--- src/rtl/circle_box_collision_side_macros.svh ---
// ---------------------------------------------------------------------------
// Circle/box side test assertion macros
// Shared concurrent assertion shorthands for the RTL of this block.
// ---------------------------------------------------------------------------
`ifndef CIRCLE_BOX_COLLISION_SIDE_MACROS_SVH
`define CIRCLE_BOX_COLLISION_SIDE_MACROS_SVH

// Same-cycle implication, checked on every clock edge out of reset.
`define CBC_ASSERT_NOW(label, clk, rst_n, pre, post, msg) \
  label: assert property (@(posedge clk) disable iff (!rst_n) (pre) |-> (post)) \
    else $error(msg);

// Next-cycle implication, checked on every clock edge out of reset.
`define CBC_ASSERT_NEXT(label, clk, rst_n, pre, post, msg) \
  label: assert property (@(posedge clk) disable iff (!rst_n) (pre) |=> (post)) \
    else $error(msg);

`endif

--- src/rtl/cbc_pkg.sv ---
// ---------------------------------------------------------------------------
// Circle/box side test package
// Side codes and fixed output widths shared by the block's modules.
// ---------------------------------------------------------------------------
package cbc_pkg;

  localparam int unsigned SIDE_BITS   = 3;
  localparam int unsigned OUT_TDATA_W = 8;

  typedef enum logic [SIDE_BITS-1:0] {
    SIDE_NONE   = 3'd0,
    SIDE_LEFT   = 3'd1,
    SIDE_RIGHT  = 3'd2,
    SIDE_BOTTOM = 3'd3,
    SIDE_TOP    = 3'd4
  } side_e;

endpackage

--- src/rtl/cbc_side.sv ---
// ---------------------------------------------------------------------------
// Circle/box side evaluator
// Clamp, distance test and side choice for one circle/box pair.
// ---------------------------------------------------------------------------
module cbc_side #(
  parameter int unsigned COORD_BITS = 16
) (
  input  logic signed [COORD_BITS-1:0] center_x_i,
  input  logic signed [COORD_BITS-1:0] center_y_i,
  input  logic        [COORD_BITS-2:0] radius_i,
  input  logic signed [COORD_BITS-1:0] box_x_i,
  input  logic signed [COORD_BITS-1:0] box_y_i,
  input  logic        [COORD_BITS-2:0] box_width_i,
  input  logic        [COORD_BITS-2:0] box_height_i,
  output cbc_pkg::side_e               hit_side_o
);
  import cbc_pkg::*;

  localparam int unsigned W  = COORD_BITS + 3;
  localparam int unsigned LW = COORD_BITS - 1;
  localparam int unsigned SW = 2 * LW;

  logic signed [W-1:0] cx, cy, r, left, bottom, right, top;
  logic signed [W-1:0] nx, ny, dx_s, dy_s, dx, dy;
  logic signed [W-1:0] pl, pr, pb, pt;
  logic        [LW-1:0] dx_n, dy_n;
  logic        [SW-1:0] dx2, dy2, r2;
  logic        [SW:0]   d2;
  logic                 near, hit;
  logic                 on_l, on_r, on_b, on_t;

  assign cx     = $signed({{3{center_x_i[COORD_BITS-1]}}, center_x_i});
  assign cy     = $signed({{3{center_y_i[COORD_BITS-1]}}, center_y_i});
  assign left   = $signed({{3{box_x_i[COORD_BITS-1]}}, box_x_i});
  assign bottom = $signed({{3{box_y_i[COORD_BITS-1]}}, box_y_i});
  assign r      = $signed({4'b0, radius_i});
  // Far edges are formed wide so they never wrap.
  assign right  = left + $signed({4'b0, box_width_i});
  assign top    = bottom + $signed({4'b0, box_height_i});

  // Nearest box point.
  assign nx = (cx < left) ? left : ((cx > right) ? right : cx);
  assign ny = (cy < bottom) ? bottom : ((cy > top) ? top : cy);

  assign dx_s = cx - nx;
  assign dy_s = cy - ny;
  assign dx   = dx_s[W-1] ? -dx_s : dx_s;
  assign dy   = dy_s[W-1] ? -dy_s : dy_s;

  // Below the radius each distance fits the length width, so squares stay exact.
  assign near = (dx < r) && (dy < r);
  assign dx_n = dx[LW-1:0];
  assign dy_n = dy[LW-1:0];
  assign dx2  = dx_n * dx_n;
  assign dy2  = dy_n * dy_n;
  assign r2   = radius_i * radius_i;
  assign d2   = {1'b0, dx2} + {1'b0, dy2};
  assign hit  = near && (d2 < {1'b0, r2});

  assign on_l = (nx == left);
  assign on_r = (nx == right);
  assign on_b = (ny == bottom);
  assign on_t = (ny == top);

  assign pl = cx + r - left;
  assign pr = right - cx + r;
  assign pb = cy + r - bottom;
  assign pt = top - cy + r;

  always_comb begin
    logic signed [W-1:0] best;
    side_e               side;
    best = pr;
    side = SIDE_NONE;
    if (hit) begin
      if ((on_l || on_r) && (on_b || on_t)) begin
        // Corner: start from the vertical edge, keep the least penetration.
        if (on_l) begin
          best = pl;
          side = SIDE_LEFT;
          if (on_r && (pr < best)) begin
            best = pr;
            side = SIDE_RIGHT;
          end
        end else begin
          best = pr;
          side = SIDE_RIGHT;
        end
        if (on_b && (pb < best)) begin
          best = pb;
          side = SIDE_BOTTOM;
        end
        if (on_t && (pt < best)) begin
          side = SIDE_TOP;
        end
      end else if (on_l) begin
        side = SIDE_LEFT;
      end else if (on_r) begin
        side = SIDE_RIGHT;
      end else if (on_b) begin
        side = SIDE_BOTTOM;
      end else if (on_t) begin
        side = SIDE_TOP;
      end
    end
    hit_side_o = side;
  end

endmodule

--- src/rtl/circle_box_collision_side.sv ---
// ---------------------------------------------------------------------------
// Circle/box side test
// Streaming top level: input register, side evaluator, result register.
// ---------------------------------------------------------------------------
// Takes one circle (center, radius) and one axis-aligned box (left/bottom
// corner, width, height) per transfer, all in Q12.4 fixed point, and returns
// which box side the circle hits: 0 none, 1 left, 2 right, 3 bottom, 4 top.
// The center is clamped into the box; a hit needs the squared distance to the
// clamped point below the squared radius and that point on a box edge, so a
// center strictly inside the box reports none. At a corner the touched edge
// with the least penetration wins, left considered first, then right, bottom
// and top, each replacing the pick only when strictly smaller. The block takes
// one item every cycle unless the master side stalls. The input transfer
// loads the input register, and the result register loads from it through
// a single combinational pass of the side evaluator when it advances.
// Both registers advance together whenever the result register is empty or
// being drained, so a stall on the master side holds the pipe and
// back-pressures the slave side.
// ---------------------------------------------------------------------------
module circle_box_collision_side #(
  parameter int unsigned COORD_BITS = 16
) (
  input  logic                                       clk_i,
  input  logic                                       rst_ni,
  input  logic                                       s_axis_tvalid_i,
  output logic                                       s_axis_tready_o,
  // center_x, center_y, radius, box_x, box_y, box_width, box_height, zero pad
  input  logic [((7*COORD_BITS-3+7)/8)*8-1:0]        s_axis_tdata_i,
  output logic                                       m_axis_tvalid_o,
  input  logic                                       m_axis_tready_i,
  // hit_side, zero pad
  output logic [cbc_pkg::OUT_TDATA_W-1:0]            m_axis_tdata_o
);
  import cbc_pkg::*;

  `include "circle_box_collision_side_macros.svh"

  localparam int unsigned C      = COORD_BITS;
  localparam int unsigned IN_BITS = 7 * C - 3;
  // Field offsets in tdata, lowest field first.
  localparam int unsigned CX_LO = 0;
  localparam int unsigned CY_LO = CX_LO + C;
  localparam int unsigned R_LO  = CY_LO + C;
  localparam int unsigned BX_LO = R_LO + C - 1;
  localparam int unsigned BY_LO = BX_LO + C;
  localparam int unsigned BW_LO = BY_LO + C;
  localparam int unsigned BH_LO = BW_LO + C - 1;

  logic               in_vld_q, in_vld_d;
  logic [IN_BITS-1:0] in_data_q;
  logic               out_vld_q, out_vld_d;
  side_e              side_q;
  side_e              side_d;
  logic               adv_out, adv_in;

  // Advance the result stage when it is empty or its transfer completes;
  // advance the input stage when it is empty or can hand over.
  assign adv_out = !out_vld_q || m_axis_tready_i;
  assign adv_in  = !in_vld_q || adv_out;

  assign s_axis_tready_o = adv_in;
  assign in_vld_d        = adv_in ? s_axis_tvalid_i : in_vld_q;
  assign out_vld_d       = adv_out ? in_vld_q : out_vld_q;

  always_ff @(posedge clk_i or negedge rst_ni) begin
    if (!rst_ni) begin
      in_vld_q  <= 1'b0;
      out_vld_q <= 1'b0;
    end else begin
      in_vld_q  <= in_vld_d;
      out_vld_q <= out_vld_d;
    end
  end

  // Payload registers: capture on advance only, no reset needed.
  always_ff @(posedge clk_i) begin
    if (adv_in) begin
      in_data_q <= s_axis_tdata_i[IN_BITS-1:0];
    end
    if (adv_out) begin
      side_q <= side_d;
    end
  end

  cbc_side #(
    .COORD_BITS(C)
  ) u_side (
    .center_x_i  ($signed(in_data_q[CX_LO +: C])),
    .center_y_i  ($signed(in_data_q[CY_LO +: C])),
    .radius_i    (in_data_q[R_LO +: C-1]),
    .box_x_i     ($signed(in_data_q[BX_LO +: C])),
    .box_y_i     ($signed(in_data_q[BY_LO +: C])),
    .box_width_i (in_data_q[BW_LO +: C-1]),
    .box_height_i(in_data_q[BH_LO +: C-1]),
    .hit_side_o  (side_d)
  );

  assign m_axis_tvalid_o = out_vld_q;
  assign m_axis_tdata_o  = {(OUT_TDATA_W - SIDE_BITS)'(0), side_q};

  // An accepted item always lands in the input stage.
  `CBC_ASSERT_NEXT(a_in_load, clk_i, rst_ni, s_axis_tvalid_i && s_axis_tready_o, in_vld_q, "accepted item lost at input stage")
  // A held input item is not dropped while the result stage stalls.
  `CBC_ASSERT_NEXT(a_in_hold, clk_i, rst_ni, in_vld_q && !adv_out, in_vld_q, "input stage dropped item under stall")
  // Handing over the input stage fills the result stage.
  `CBC_ASSERT_NEXT(a_out_load, clk_i, rst_ni, in_vld_q && adv_out, out_vld_q, "result stage missed hand-over")
  // A zero radius never hits.
  `CBC_ASSERT_NEXT(a_zero_r, clk_i, rst_ni, in_vld_q && adv_out && (in_data_q[R_LO +: C-1] == '0), side_q == SIDE_NONE, "zero radius reported a hit")
  // Input is never refused while the result register drains.
  `CBC_ASSERT_NOW(a_ready, clk_i, rst_ni, m_axis_tready_i, s_axis_tready_o, "input stalled with output draining")

endmodule

--- config.mk ---
export PLATFORM = sky130hd
export DESIGN_NAME = circle_box_collision_side
export DESIGN_NICKNAME = d
export VERILOG_FILES = /design/src/rtl/cbc_pkg.sv /design/src/rtl/cbc_side.sv /design/src/rtl/circle_box_collision_side.sv
export VERILOG_INCLUDE_DIRS = /design/src /design/src/rtl
export SDC_FILE = /design/constraint.sdc
export NUM_CORES = 2
export LEC_CHECK = 0
export BUFFER_PORTS_ARGS = -buffer_cell sky130_fd_sc_hd__clkbuf_2
export CAP_MARGIN = 20
export CORE_ASPECT_RATIO = 1.5
export CORE_MARGIN = 5
export CORE_UTILIZATION = 55
export CTS_CLUSTER_SIZE = 24
export DETAILED_ROUTE_END_ITERATION = 8
export PLACE_DENSITY = 0.83
export SLEW_MARGIN = 30
export SYNTH_ARGS = -nofsm -noshare
export SYNTH_HDL_FRONTEND = slang
export SYNTH_SLANG_ARGS = --single-unit
export TNS_END_PERCENT = 100
--- constraint.sdc ---
create_clock -name clk_i -period 20 [get_ports clk_i]
set_input_delay 6 -clock clk_i [delete_from_list [all_inputs] [get_ports clk_i]]
set_output_delay 6 -clock clk_i [all_outputs]
set_load 0.01 [all_outputs]
==> results.md <==
* **slew of the pin with the lowest slew margin** 0.984 ns
* **Final #Nets** 5487
* **Cell variety after synth** 112
* **cell at the root of the clock tree** sky130_fd_sc_hd__clkbuf_16
* **sequential area share after synthesis** 9.35%
* **dominant cell type by area after synthesis** sky130_fd_sc_hd__fa_1
* **result of the run** completed
* **most frequently used flop master after synthesis** sky130_fd_sc_hd__edfxtp_1
* **leftover overflow at the end of global routing** 0
* **flops & latches, synth** 114
* **pins over their slew limit** 0
* **buffers plus inverters on the worst setup path** 4
* **antenna violations before repair** 0
* **Worst R2R Setup Slack** 1.15 ns
* **critical path depth** 59
* **Final Routed Wirelength** 102000 um
* **antenna cells** 0
* **violation count after the first detailed-routing iteration** 1949
* **Clock Tree Buf Depth** 3
* **signal arrival time at the worst endpoint** 19.13 ns
* **fin crit share** 94.3%
* **layout overhead on the synthesized area** 6.80%
* **number of instances in the synthesized netlist** 4170
* **f_max** 53.0 MHz
* **area fraction of the dominant cell type after synthesis** 27.7%
* **Hold Path Cell Cnt** 1
* **slowest cell delay on critical path** 0.68 ns
* **area of the multi-input gates** 0.0297 sq mm
* **largest fanout on the critical path** 10
* **Core Region** 0.0658 sq mm
* **Worst R2R End** side_q[1]
* **start-to-end type of the worst setup path** register to register
* **TritonCTS buffer count** 25
* **Worst EP required** 20.28 ns
* **number of max-cap violations** 0
* **Crit-path slowest cell** sky130_fd_sc_hd__o21a_1
* **critical path endpoint** side_q[1]
* **largest net degree at the start of global routing** 62
* **# DRC** 0
* **number of fill cells in the layout** 5658
* **wire per inst** 19.6 um
* **vias in the first global route** 32200
* **Fin Setup TNS** 0 ns
* **global-route wire length before repair** 161000 um
* **launch instance of the worst min-delay path** in_vld_q
* **Port Buffer Count** 117
* **category of the worst setup path capture point** register
* **TritonCTS clock tree** yes
* **startpoint types** register
* **all-layer global routing usage** 28.4%
* **total standard cell area after synthesis** 0.0365 sq mm
* **level count of the clock H-tree** 4
* **FF+latch area** 0.00341 sq mm
* **number of cells in the design after placement** 5153
* **kind of cell adding the most delay to the critical path** compound AO/OA/AOI/OAI gates
* **estimated wirelength of the detail-placed design** 85200 um
* **Initial DRT Pass Iterations** 7
* **Starting Density** 55.5%
* **Final GP Congestion** 0.992
* **Post-Route Skew** 0.0115 ns
* **post-synthesis area per instance** 8.76 sq um
* **clock slew at the register clock pins of the worst setup and hold paths** 0.05 ns
* **most frequent cell on the critical path** sky130_fd_sc_hd__fa_1
* **final design area excluding fillers** 0.0390 sq mm
* **worst slew margin relative to its limit** 34.3%
* **clock tree sinks** 114
* **worst reg2reg path depth** 59
* **origin of the critical flop-to-flop path** in_data_q[63]
* **die outline area** 0.0717 sq mm
* **number of warning messages in the yosys log** 0
* **worst min-delay path class** register to register
* **cell row count** 115
* **DP Area** 0.0383 sq mm
* **top cells by area, synth** sky130_fd_sc_hd__fa_1 (28%), sky130_fd_sc_hd__ha_1 (19%), sky130_fd_sc_hd__edfxtp_1 (9.2%), sky130_fd_sc_hd__inv_1 (8.3%), sky130_fd_sc_hd__xnor2_1 (4.4%)
* **shortest period the worst path allows** 18.85 ns
* **Die Height** 326 um
* **detail-routed via count per cell** 5.89
* **fin cells** 5186
* **number of vias after detailed routing** 30600
* **Antenna Nets Post-Route** 0
* **horizontal die dimension** 220 um
* **share of flip-flops with an asynchronous set or reset after synthesis** 1.75%
* **endpoints failing hold** 0
* **share of cells above drive strength 1** 6.52%
* **RSZ-0062 raised after global routing** false
* **Clk Latency, worst-skew pair** 0.50 ns
* **timing startpoint of the critical path** in_data_q[63]
* **number of synthesized flops with an enable pin** 112
* **count of boundary I/O pins** 126
* **setup violators final** 0
per-layer routing:
metal | share of wire, % | vias to the layer above | GRT usage (%) | wire length [um]
li1 | - | 14100 | - | -
met3 | 6.1 | 511 | 3.78 | 6230
met2 | 51 | 1162 | 51.5 | 52100
met5 | 0 | - | 0 | 0
met4 | 8.4 | 0 | 19.2 | 8510
met1 | 34 | 14800 | 30.0 | 34800
layout make-up:
type                            instances  share of cell area [%]
Tap cell                              877                    2.81
Clock inverter                          4                   0.109
Inverter                              830                    7.99
Multi-Input combinational cell       3159                    76.1
Timing Repair Buffer                  173                    2.58
Sequential cell                       114                    8.75
Clock buffer                           29                    1.67
logic make-up after synthesis:
group / after synthesis / share of synthesized area [%]
compound gates: 783 / 14.2
fa+ha+maj: 1068 / 47.0
mux: 44 / 1.26
xor+xnor: 255 / 6.18
buf+inv: 901 / 9.51
flops: 114 / 9.35
other cells: 1 / 0.0103
simple gates: 1004 / 12.5
registers in the layout, indices dropped and copies added, names as in the netlist:
name / flops
side_q: 3
in_vld_q: 1
m_axis_tvalid_o: 1
in_data_q: 109
worst min-delay path by stage:
stage	endpoint	slack (ns)
global route	m_axis_tvalid_o	0.54
floorplan	m_axis_tvalid_o	0.44
CTS	m_axis_tvalid_o	0.51
detailed placement	m_axis_tvalid_o	0.49
finish	m_axis_tvalid_o	0.50
global placement	m_axis_tvalid_o	0.46
worst reg2reg max path: cells and delay by family (launching register included):
family	cells	cell delay [ns]
AND/OR/NAND/NOR	10	2.12
XOR/XNOR	1	0.17
buffers and inverters	4	0.66
multiplexers	2	0.68
flip-flops	1	0.58
adder cells (fa/ha/maj)	14	5.76
AO/OA/AOI/OAI	28	8.69
what timing repair did:
action / in CTS / in global routing
hold buffers: 0 / 0
endpoints found under the setup margin: 0 / 3
setup buffers: 0 / 0
resized for setup: 0 / 3
hold endpoints to repair: 0 / 0
metrics by stage:
stage          setup WS, ns  hold WS, ns  util [%]
6_report               1.15        0.496      59.3
3_5_place_dp           1.36        0.489      58.2
5_1_grt               0.195        0.537      59.3
3_3_place_gp           1.54        0.459      58.2
4_1_cts                1.26        0.513      59.3
2_1_floorplan          4.02        0.435         -
Yosys cell counts (13+ instances only):
cell / number
sky130_fd_sc_hd__and3_1: 15
sky130_fd_sc_hd__a21oi_1: 226
sky130_fd_sc_hd__ha_1: 563
sky130_fd_sc_hd__nor3_1: 58
sky130_fd_sc_hd__a211oi_1: 36
sky130_fd_sc_hd__xor2_1: 70
sky130_fd_sc_hd__a21o_1: 75
sky130_fd_sc_hd__nand2_1: 272
sky130_fd_sc_hd__nand3_1: 48
sky130_fd_sc_hd__clkbuf_1: 49
sky130_fd_sc_hd__o21bai_1: 29
sky130_fd_sc_hd__o211ai_1: 15
sky130_fd_sc_hd__mux2i_1: 29
sky130_fd_sc_hd__o31ai_1: 15
sky130_fd_sc_hd__a21boi_0: 29
sky130_fd_sc_hd__o31a_1: 14
sky130_fd_sc_hd__or3_1: 18
sky130_fd_sc_hd__nand2b_1: 31
sky130_fd_sc_hd__mux2_2: 13
sky130_fd_sc_hd__o21ai_0: 133
sky130_fd_sc_hd__inv_1: 812
sky130_fd_sc_hd__and2_1: 15
sky130_fd_sc_hd__edfxtp_1: 112
sky130_fd_sc_hd__fa_1: 505
sky130_fd_sc_hd__xnor2_1: 183
sky130_fd_sc_hd__nand4_1: 24
sky130_fd_sc_hd__a211o_1: 13
sky130_fd_sc_hd__or2_2: 14
sky130_fd_sc_hd__a31oi_1: 21
sky130_fd_sc_hd__o21a_1: 47
sky130_fd_sc_hd__nor4_1: 20
sky130_fd_sc_hd__nor2b_1: 42
sky130_fd_sc_hd__nor2_1: 402
cell usage in the layout, fill, tap and decap left out, types with 15 or more instances in the layout:
cell type and instances:
sky130_fd_sc_hd__nand4_1 24, sky130_fd_sc_hd__nor2_1 402, sky130_fd_sc_hd__a21boi_0 29, sky130_fd_sc_hd__ha_1 563, sky130_fd_sc_hd__a21oi_1 226, sky130_fd_sc_hd__fa_1 505
sky130_fd_sc_hd__nand3_1 48, sky130_fd_sc_hd__a21o_1 75, sky130_fd_sc_hd__xor2_1 70, sky130_fd_sc_hd__o21ai_0 133, sky130_fd_sc_hd__nor2b_1 42, sky130_fd_sc_hd__o31ai_1 15
sky130_fd_sc_hd__mux2i_1 28, sky130_fd_sc_hd__clkbuf_2 117, sky130_fd_sc_hd__and2_1 15, sky130_fd_sc_hd__clkbuf_16 25, sky130_fd_sc_hd__o211ai_1 15, sky130_fd_sc_hd__nand2b_1 31
sky130_fd_sc_hd__edfxtp_1 112, sky130_fd_sc_hd__nor3_1 58, sky130_fd_sc_hd__o21a_1 47, sky130_fd_sc_hd__a211oi_1 36, sky130_fd_sc_hd__xnor2_1 182, sky130_fd_sc_hd__nor4_1 19
sky130_fd_sc_hd__and3_1 15, sky130_fd_sc_hd__or3_1 18, sky130_fd_sc_hd__inv_1 812, sky130_fd_sc_hd__buf_4 56, sky130_fd_sc_hd__a31oi_1 21, sky130_fd_sc_hd__nand2_1 272
sky130_fd_sc_hd__o21bai_1 29
Power is left out: the tool's default activity adds up to more than one toggle a clock period on the data nets, which glitch-free logic cannot reach.
